### src/design/rtm_pkg.sv
// Package for the region time monitor: state encoding, result codes and
// the result record shared by the top level and its output buffer.
// No dependencies.
package rtm_pkg;

  // Action codes reported with each result transaction.
  localparam logic [1:0] ACT_NONE  = 2'd0;
  localparam logic [1:0] ACT_START = 2'd1;
  localparam logic [1:0] ACT_END   = 2'd2;

  // Time stack status codes.
  localparam logic [1:0] ERR_OK        = 2'd0;
  localparam logic [1:0] ERR_OVERFLOW  = 2'd1;
  localparam logic [1:0] ERR_UNDERFLOW = 2'd2;

  // Reset value of the minimum recorded interval, in ticks.
  localparam logic [31:0] MIN_INTERVAL_RESET = 32'd1000000;

  // Widths of the counters that do not scale with the parameters.
  localparam int unsigned SkipBits  = 16;
  localparam int unsigned CountBits = 32;

  // Sequencer states.
  typedef enum logic [1:0] {
    ST_CLEAR,
    ST_IDLE,
    ST_EVAL,
    ST_PARENT
  } rtm_state_e;

  // One result transaction.
  typedef struct packed {
    logic [1:0]           action;
    logic [CountBits-1:0] measured_count;
    logic [1:0]           stack_error;
  } rtm_result_t;

endpackage

### src/design/rtm_out_buf.sv
// Output stage of the region time monitor: an output register plus one
// holding register, so a finished result can wait while the core works on.
// Depends on rtm_pkg.
module rtm_out_buf (
  input  logic                clk_i,
  input  logic                rst_ni,
  input  logic                load_i,
  input  rtm_pkg::rtm_result_t data_i,
  output logic                full_o,
  output logic                out_valid_o,
  input  logic                out_stall_i,
  output rtm_pkg::rtm_result_t data_o
);
  import rtm_pkg::*;

  logic        out_valid_q, out_valid_d;
  logic        hold_valid_q, hold_valid_d;
  rtm_result_t out_q, out_d;
  rtm_result_t hold_q, hold_d;
  logic        free;

  // The output register can take new data when empty or being drained.
  assign free = !out_valid_q || !out_stall_i;

  // Next value: the held result goes first, then a fresh one.
  always_comb begin
    out_valid_d  = out_valid_q;
    hold_valid_d = hold_valid_q;
    out_d        = out_q;
    hold_d       = hold_q;
    if (hold_valid_q && free) begin
      out_d        = hold_q;
      out_valid_d  = 1'b1;
      hold_valid_d = 1'b0;
    end else if (load_i) begin
      if (free) begin
        out_d       = data_i;
        out_valid_d = 1'b1;
      end else begin
        hold_d       = data_i;
        hold_valid_d = 1'b1;
      end
    end else if (free) begin
      out_valid_d = 1'b0;
    end
  end

  // Control flags.
  always_ff @(posedge clk_i or negedge rst_ni) begin
    if (!rst_ni) begin
      out_valid_q  <= 1'b0;
      hold_valid_q <= 1'b0;
    end else begin
      out_valid_q  <= out_valid_d;
      hold_valid_q <= hold_valid_d;
    end
  end

  // Payload registers need no reset.
  always_ff @(posedge clk_i) begin
    out_q  <= out_d;
    hold_q <= hold_d;
  end

  assign full_o      = hold_valid_q;
  assign out_valid_o = out_valid_q;
  assign data_o      = out_q;

endmodule

### config.mk
export PLATFORM = sky130hd
export DESIGN_NAME = rtm_out_buf
export DESIGN_NICKNAME = d
export VERILOG_FILES = /design/src/design/rtm_pkg.sv /design/src/design/rtm_out_buf.sv
export SDC_FILE = /design/constraint.sdc
export NUM_CORES = 1
export LEC_CHECK = 0
export ABC_AREA = 1
export ABC_CLOCK_PERIOD_IN_PS = 6400
export BUFFER_PORTS_ARGS = -buffer_cell sky130_fd_sc_hd__buf_2
export CAP_MARGIN = 25
export CORE_ASPECT_RATIO = 1.25
export CORE_MARGIN = 3
export CORE_UTILIZATION = 52
export DETAILED_ROUTE_END_ITERATION = 7
export GPL_TIMING_DRIVEN = 0
export HOLD_SLACK_MARGIN = 0.15
export PLACE_DENSITY = 0.8
export RECOVER_POWER = 25
export SYNTH_ARGS = -nofsm -noshare
export SYNTH_HDL_FRONTEND = slang
export SYNTH_SLANG_ARGS = --single-unit
export TNS_END_PERCENT = 5
### constraint.sdc
create_clock -name clk_i -period 6.4 [get_ports clk_i]
set_clock_uncertainty 0.1 [all_clocks]
set_input_delay 0.64 -clock clk_i [delete_from_list [all_inputs] [get_ports clk_i]]
set_output_delay 0.64 -clock clk_i [all_outputs]
set_load 0.01 [all_outputs]
==> results.py, run 1 <==
metrics = {
    "final_layout": {
        "nets": 332,
        "utilization": 0.679,
        "final_cell_area_sq_mm": 0.00350,
        "diodes": 0,
        "drive_above_1_share": 0.276,
        "areaGrowthSynthToFinish_pct": 24.8,
    },
    "clock_tree": {
        "holdBufCountCts": 1,
        "cts_setup_buffers": 0,
        "insertion_delay_ns": 0.34,
        "cts_sinks": 74,
        "cts_made_buffers": 9,
        "tritoncts": "built",
        "cts_max_level": 3,
        "clk_pin_slew_ns": 0.08,
        "cts_resized": 0,
        "clk_path_buf_depth": 2,
        "cts_root_buffer": "clkbuf_8",
    },
    "floorplan": {
        "core_sq_mm": 0.00515,
        "ios": 78,
        "die_w_um": 71.7,
        "rows": 29,
        "die_area_sq_mm": 0.00632,
        "die_h_um": 88.1,
        "initial_core_util": 0.544,
    },
    "routing": {
        "antenna_left": 0,
        "vias": 1794,
        "dr.pass1.iters": 4,
        "drt_wl_total_um": 5520,
        "drt_iter0_drc": 149,
        "drc_errors": 0,
        "wl_per_cell_um": 15.4,
        "via_per_inst": 5.00,
    },
    "power_and_ir_drop": {
        "power_mw": 1.04,
        "p_leak_nw": 1.45,
        "switching_share": 0.232,
        "ir_worst_vdd_mv": 0.197,
        "switchingPower_mw": 0.240,
        "share_comb_of_total_power": 0.111,
        "p_per_area_mw_per_mm2": 296,
        "power.share.clock": 0.328,
        "pwr-share-seq": 0.561,
        "p_int_mw": 0.796,
    },
    "yosys": {
        "synthCells": 201,
        "synth_compound_area_frac": 0.00178,
        "synthMuxAreaShare": 0,
        "synth.ff_latch_count": 74,
        "synth_top_family_by_area": "simple AND/OR/NAND/NOR gates",
        "synth_cell_type_count": 12,
        "synth.avg_cell_area_sq_um": 13.9,
        "synthSimpleGateAreaFrac": 0.172,
        "syn-cell-area_sq_mm": 0.00280,
        "ys_seq_area_frac": 0.789,
        "syn_nets": 241,
        "ys.warnings.count": 0,
        "synth_fa_ha_area_frac": 0,
        "synth_xor_area_frac": 0,
    },
    "outcome": {
        "status": "finished clean",
    },
    "critical_path": {
        "crit_arrival_ns": 1.98,
        "required_ns": 6.35,
        "end_kind": "flip-flop",
        "worst_path_max_delay_cell": "nor2_4",
        "crit_type": "flip-flop to flip-flop",
        "timing.rr.end": "hold_q[26]$_DFFE_PP_",
        "r2r_slack_ns": 4.36,
        "path_cells": "nand2_1 -> clkbuf_1 -> nor2_4 -> buf_16",
        "slowest_delay_ns": 0.53,
        "reg2reg_depth": 4,
        "worst_setup_path_start_kind": "flip-flop",
        "critPathMaxFanout": 20,
        "r2r-start": "out_valid_o$_DFFE_PN0P_",
        "crit_start": "out_valid_o$_DFFE_PN0P_",
        "crit_path_end": "hold_q[26]$_DFFE_PP_",
    },
    "place": {
        "post-dp-hpwl_um": 3700,
        "port_buffers": 77,
        "routabilityCongestion": 0.766,
        "place_area_sq_mm": 0.00334,
    },
    "global_route": {
        "antenna_found_initial": 0,
        "gr-total-overflow": 0,
        "grt_pass1_vias": 1801,
        "grt_pass1_wl_um": 8640,
        "grt_max_degree": 21,
        "track_usage": 0.186,
    },
    "flow_run": {
        "maxCapViolCount": 0,
    },
    "sta": {
        "rsz0062_at_grt": "no",
        "period_needed_ns": 2.04,
        "finalCritPeriodShare": 0.318,
        "tightest_slew_ns": 0.651,
        "finalHoldViolations": 0,
        "fmax_mhz": 491,
        "finalMaxSlewViolations": 0,
        "whs_ns": 0.384,
        "tns_ns": 0,
        "max_slew_margin": 0.565,
        "finalSetupViolCount": 0,
    },
    "hold_path": {
        "hold_path_class": "primary input to flip-flop",
    },
}
## synth_stat cells
library cell | instances | area share
nand2_1 | 73 | 0.098
edfxtp_1 | 72 | 0.77
nand3_1 | 36 | 0.064
buf_6 | 6 | 0.024
buf_4 | 3 | 0.0080
nor2_1 | 3 | 0.0040
buf_2 | 2 | 0.0036
dfrtp_1 | 2 | 0.018
a21oi_1 | 1 | 0.0018
inv_1 | 1 | 0.0013
nand2_2 | 1 | 0.0022
nand2_4 | 1 | 0.0040
## sequential cells by signal, summed over array words and instances (netlist names)
signal,count
out_valid_o,1
hold_q,36
full_o,1
data_o,36
## cell usage in the layout, fill, tap and decap left out
cell and instances:
nand3_1 36, dlygate4sd3_1 1, buf_4 3, dfrtp_1 2
nand2_4 1, nor2_4 1, bufinv_16 1, clkinv_4 1
nand2_1 74, clkinv_1 1, inv_1 1, clkinv_2 1
buf_16 2, edfxtp_1 72, buf_2 56, a21oi_4 1
clkbuf_8 9, clkinvlp_4 1, buf_6 5, clkbuf_1 26
nor2_1 2
## layout make-up
| class | count | area, sq um |
|---|---|---|
| fill | 402 | 1650 |
| buffer | 11 | 91.3 |
| clock inverter | 5 | 55.1 |
| timing repair buffer | 80 | 423 |
| tap | 62 | 77.6 |
| clock buffer | 11 | 131 |
| sequential | 74 | 2210 |
| inverter | 1 | 3.75 |
| multi-input combinational | 115 | 504 |
## per-layer routing
layer | up-vias | global-route usage | share of wire
li1 | 892 | - | -
met1 | 830 | 0.224 | 0.40
met2 | 66 | 0.307 | 0.53
met3 | 6 | 0.0402 | 0.061
met4 | 0 | 0.109 | 0.011
met5 | - | 0 | 0
## worst max-delay path, delay by kind of cell, from the launching register on
family | cells | cell delay, ns
AND/OR/NAND/NOR | 2 | 0.70
flip-flops | 1 | 0.41
buffers and inverters | 2 | 0.53
## logic make-up (layout without fill, tap and decap cells)
kind of cell	after synthesis	in the layout
buffers and inverters	12	108
AOI/OAI and AO/OA	1	1
and+or+nand+nor	114	114
DFF	74	74
## power groups by stage
stage | logic [mW] | clock network [mW] | registers (mW)
after global placement | 0.107 | 0 | 0.593
after CTS | 0.119 | 0.345 | 0.581
after global routing | 0.127 | 0.363 | 0.584
after floorplan | 0.0484 | 0 | 0.605
after detailed placement | 0.118 | 0 | 0.592
final | 0.115 | 0.340 | 0.581
## how the worst min path moves through the flow
stage | slack, ns | start | cells past startpoint | end
after CTS | 0.37 | data_i[17] | 1 | hold_q[17]$_DFFE_PP_
after detailed placement | 0.33 | rst_ni | 1 | full_o$_DFFE_PN0P_
after floorplan | 0.24 | rst_ni | 0 | full_o$_DFFE_PN0P_
after global placement | 0.33 | rst_ni | 1 | out_valid_o$_DFFE_PN0P_
final | 0.38 | data_i[21] | 1 | hold_q[21]$_DFFE_PP_
after global routing | 0.37 | data_i[17] | 1 | hold_q[17]$_DFFE_PP_
## through the flow
step,instances,setup WS [ns]
after floorplan,201,3.39
after global placement,340,2.49
after detailed placement,342,4.16
after CTS,359,4.51
after global routing,359,4.23
final,359,4.36
No activity file was read; power rests on OpenSTA's default activity.
==> run 2: changes to the inputs <==
- ABC_CLOCK_PERIOD_IN_PS: 6400 -> 2000
- CORE_UTILIZATION: 52 -> 51
- PLACE_DENSITY: 0.8 -> 0.78
- clock period: 6.4 -> 2 ns (I/O delays scaled with it)
==> run 2 against run 1 <==
Net effect:
- sequential share of layout area decreased by 6.0 points
- global-route usage up 0.89 points
- final cell count grew 11%
- via count grew 8.8%
- first-iteration DRC count grew 8.1%
- register-to-register slack worse by 4.2 ns
- total power rose to 3.1 times the previous value
- core utilization increased by 6.6 points
- clock power grew to 2.7 times the previous value
==> results.py, run 2 (synthesis gave the netlist of run 1 again) <==
metrics = {
    "floorplan": {
        "die_w_um": 72.3,
        "initial_core_util": 0.540,
        "core_sq_mm": 0.00519,
        "die_h_um": 88.9,
        "rows": 29,
        "ios": 78,
        "die_area_sq_mm": 0.00643,
    },
    "clock_tree": {
        "tritoncts": "built",
        "cts_sinks": 74,
        "cts_made_buffers": 9,
        "cts_root_buffer": "clkbuf_8",
        "clk_pin_slew_ns": 0.08,
        "insertion_delay_ns": 0.33,
        "clk_path_buf_depth": 2,
        "cts_max_level": 3,
    },
    "routing": {
        "drc_errors": 0,
        "vias": 1951,
        "via_per_inst": 4.88,
        "antenna_left": 0,
        "dr.pass1.iters": 4,
        "wl_per_cell_um": 14.7,
        "drt_wl_total_um": 5870,
        "drt_iter0_drc": 161,
    },
    "final_layout": {
        "layout_common_cells": "73 x nand2_1, 72 x edfxtp_1, 41 x buf_2",
        "layout_commonest_cell": "nand2_1",
        "instances_no_fill": 400,
        "final_cell_area_sq_mm": 0.00386,
        "nets": 374,
        "areaGrowthSynthToFinish_pct": 37.8,
        "drive_above_1_share": 0.213,
        "diodes": 0,
        "fillerInstances": 357,
    },
    "outcome": {
        "status": "finished clean",
    },
    "flow_run": {
        "maxCapViolCount": 0,
    },
    "place": {
        "port_buffers": 77,
        "post-dp-hpwl_um": 3570,
        "place_inst": 342,
        "place_area_sq_mm": 0.00334,
        "pre_cts_ws_ns": 0.115,
        "routabilityCongestion": 0.771,
    },
    "critical_path": {
        "critPathMaxFanout": 19,
        "worst_setup_path_start_kind": "flip-flop",
        "crit_type": "flip-flop to flip-flop",
        "crit_arrival_ns": 1.80,
        "required_ns": 1.94,
        "end_kind": "flip-flop",
    },
    "sta": {
        "rsz0062_at_grt": "no",
        "fmax_mhz": 536,
        "layout_setup_ws_ns": 0.134,
        "finalCritPeriodShare": 0.933,
        "tightest_slew_ns": 0.668,
        "finalSetupViolCount": 0,
        "tns_ns": 0,
        "finalHoldViolations": 0,
        "period_needed_ns": 1.87,
        "max_slew_margin": 0.554,
        "finalMaxSlewViolations": 0,
    },
    "hold_path": {
        "hold_path_class": "primary input to flip-flop",
    },
    "global_route": {
        "gr-total-overflow": 0,
        "grt_max_degree": 20,
        "grt_pass1_vias": 1951,
        "antenna_found_initial": 0,
        "track_usage": 0.195,
        "grt_pass1_wl_um": 9320,
    },
    "power_and_ir_drop": {
        "p_leak_nw": 1.58,
        "ir_worst_vdd_mv": 0.475,
        "p_per_area_mw_per_mm2": 833,
    },
}
[run 2: layer usage]
metal  vias up  track usage  routed length [um]
met1       893        0.239                2320
li1        976            -                   -
met2        68        0.328                3100
met5         -            0                   0
met3        14       0.0529                 306
met4         0       0.0769                 148
[run 2: where the power goes]
part / internal [mW] / switching, mW / total, mW
clock network: 0.429 / 0.498 / 0.927
logic: 0.193 / 0.238 / 0.431
registers: 1.83 / 0.0280 / 1.86
[run 2: path summary, 6_finish.rpt]
| kind | slack, ns | cells past startpoint | startpoint | end |
|---|---|---|---|---|
| worst max-delay path | 0.13 | 4 | full_o$_DFFE_PN0P_ | data_o[17]$_DFFE_PP_ |
| worst min-delay path | 0.28 | 2 | out_stall_i | data_o[10]$_DFFE_PP_ |
| worst min register to register | 0.45 | 2 | hold_q[29]$_DFFE_PP_ | data_o[29]$_DFFE_PP_ |
| worst max register to register | 0.13 | 4 | full_o$_DFFE_PN0P_ | data_o[17]$_DFFE_PP_ |
| min in group asynchronous | 0.63 | 3 | rst_ni | out_valid_o$_DFFE_PN0P_ |
| max in group asynchronous | 1.05 | 3 | rst_ni | full_o$_DFFE_PN0P_ |
[run 2: per-stage QoR]
| stage | utilization | hold WS, ns | power [mW] |
|---|---|---|---|
| CTS | 0.748 | 0.251 | 3.23 |
| floorplan | - | -0.196 | 2.09 |
| global route | 0.745 | 0.280 | 3.35 |
| detailed placement | 0.644 | -0.113 | 2.27 |
| global placement | 0.631 | -0.115 | 2.23 |
| finish | 0.745 | 0.283 | 3.22 |
[run 2: area by class of cell]
class,count,area (sq um),share of cell area
repair buffers,122,813,0.210
well taps,62,77.6,0.0201
inverters,1,3.75,0.000972
multi-input cells,115,507,0.131
flip-flops and latches,74,2210,0.573
clock inverters,5,22.5,0.00583
plain buffers,11,100,0.0259
clock buffers,10,128,0.0330
[run 2: timing repair]
action / in CTS / in global routing
hold buffers: 39 / 0
endpoints found under the setup margin: 0 / 19
resized for setup: 0 / 0
endpoints found under the hold margin: 76 / 0
buffers inserted: 0 / 4
[run 2: critical path, cell delays in order (launching register included)]
cell and delay (ns):
dfrtp_1 0.42, buf_6 0.18, nor2_1 0.10, a21oi_4 0.54
buf_16 0.23
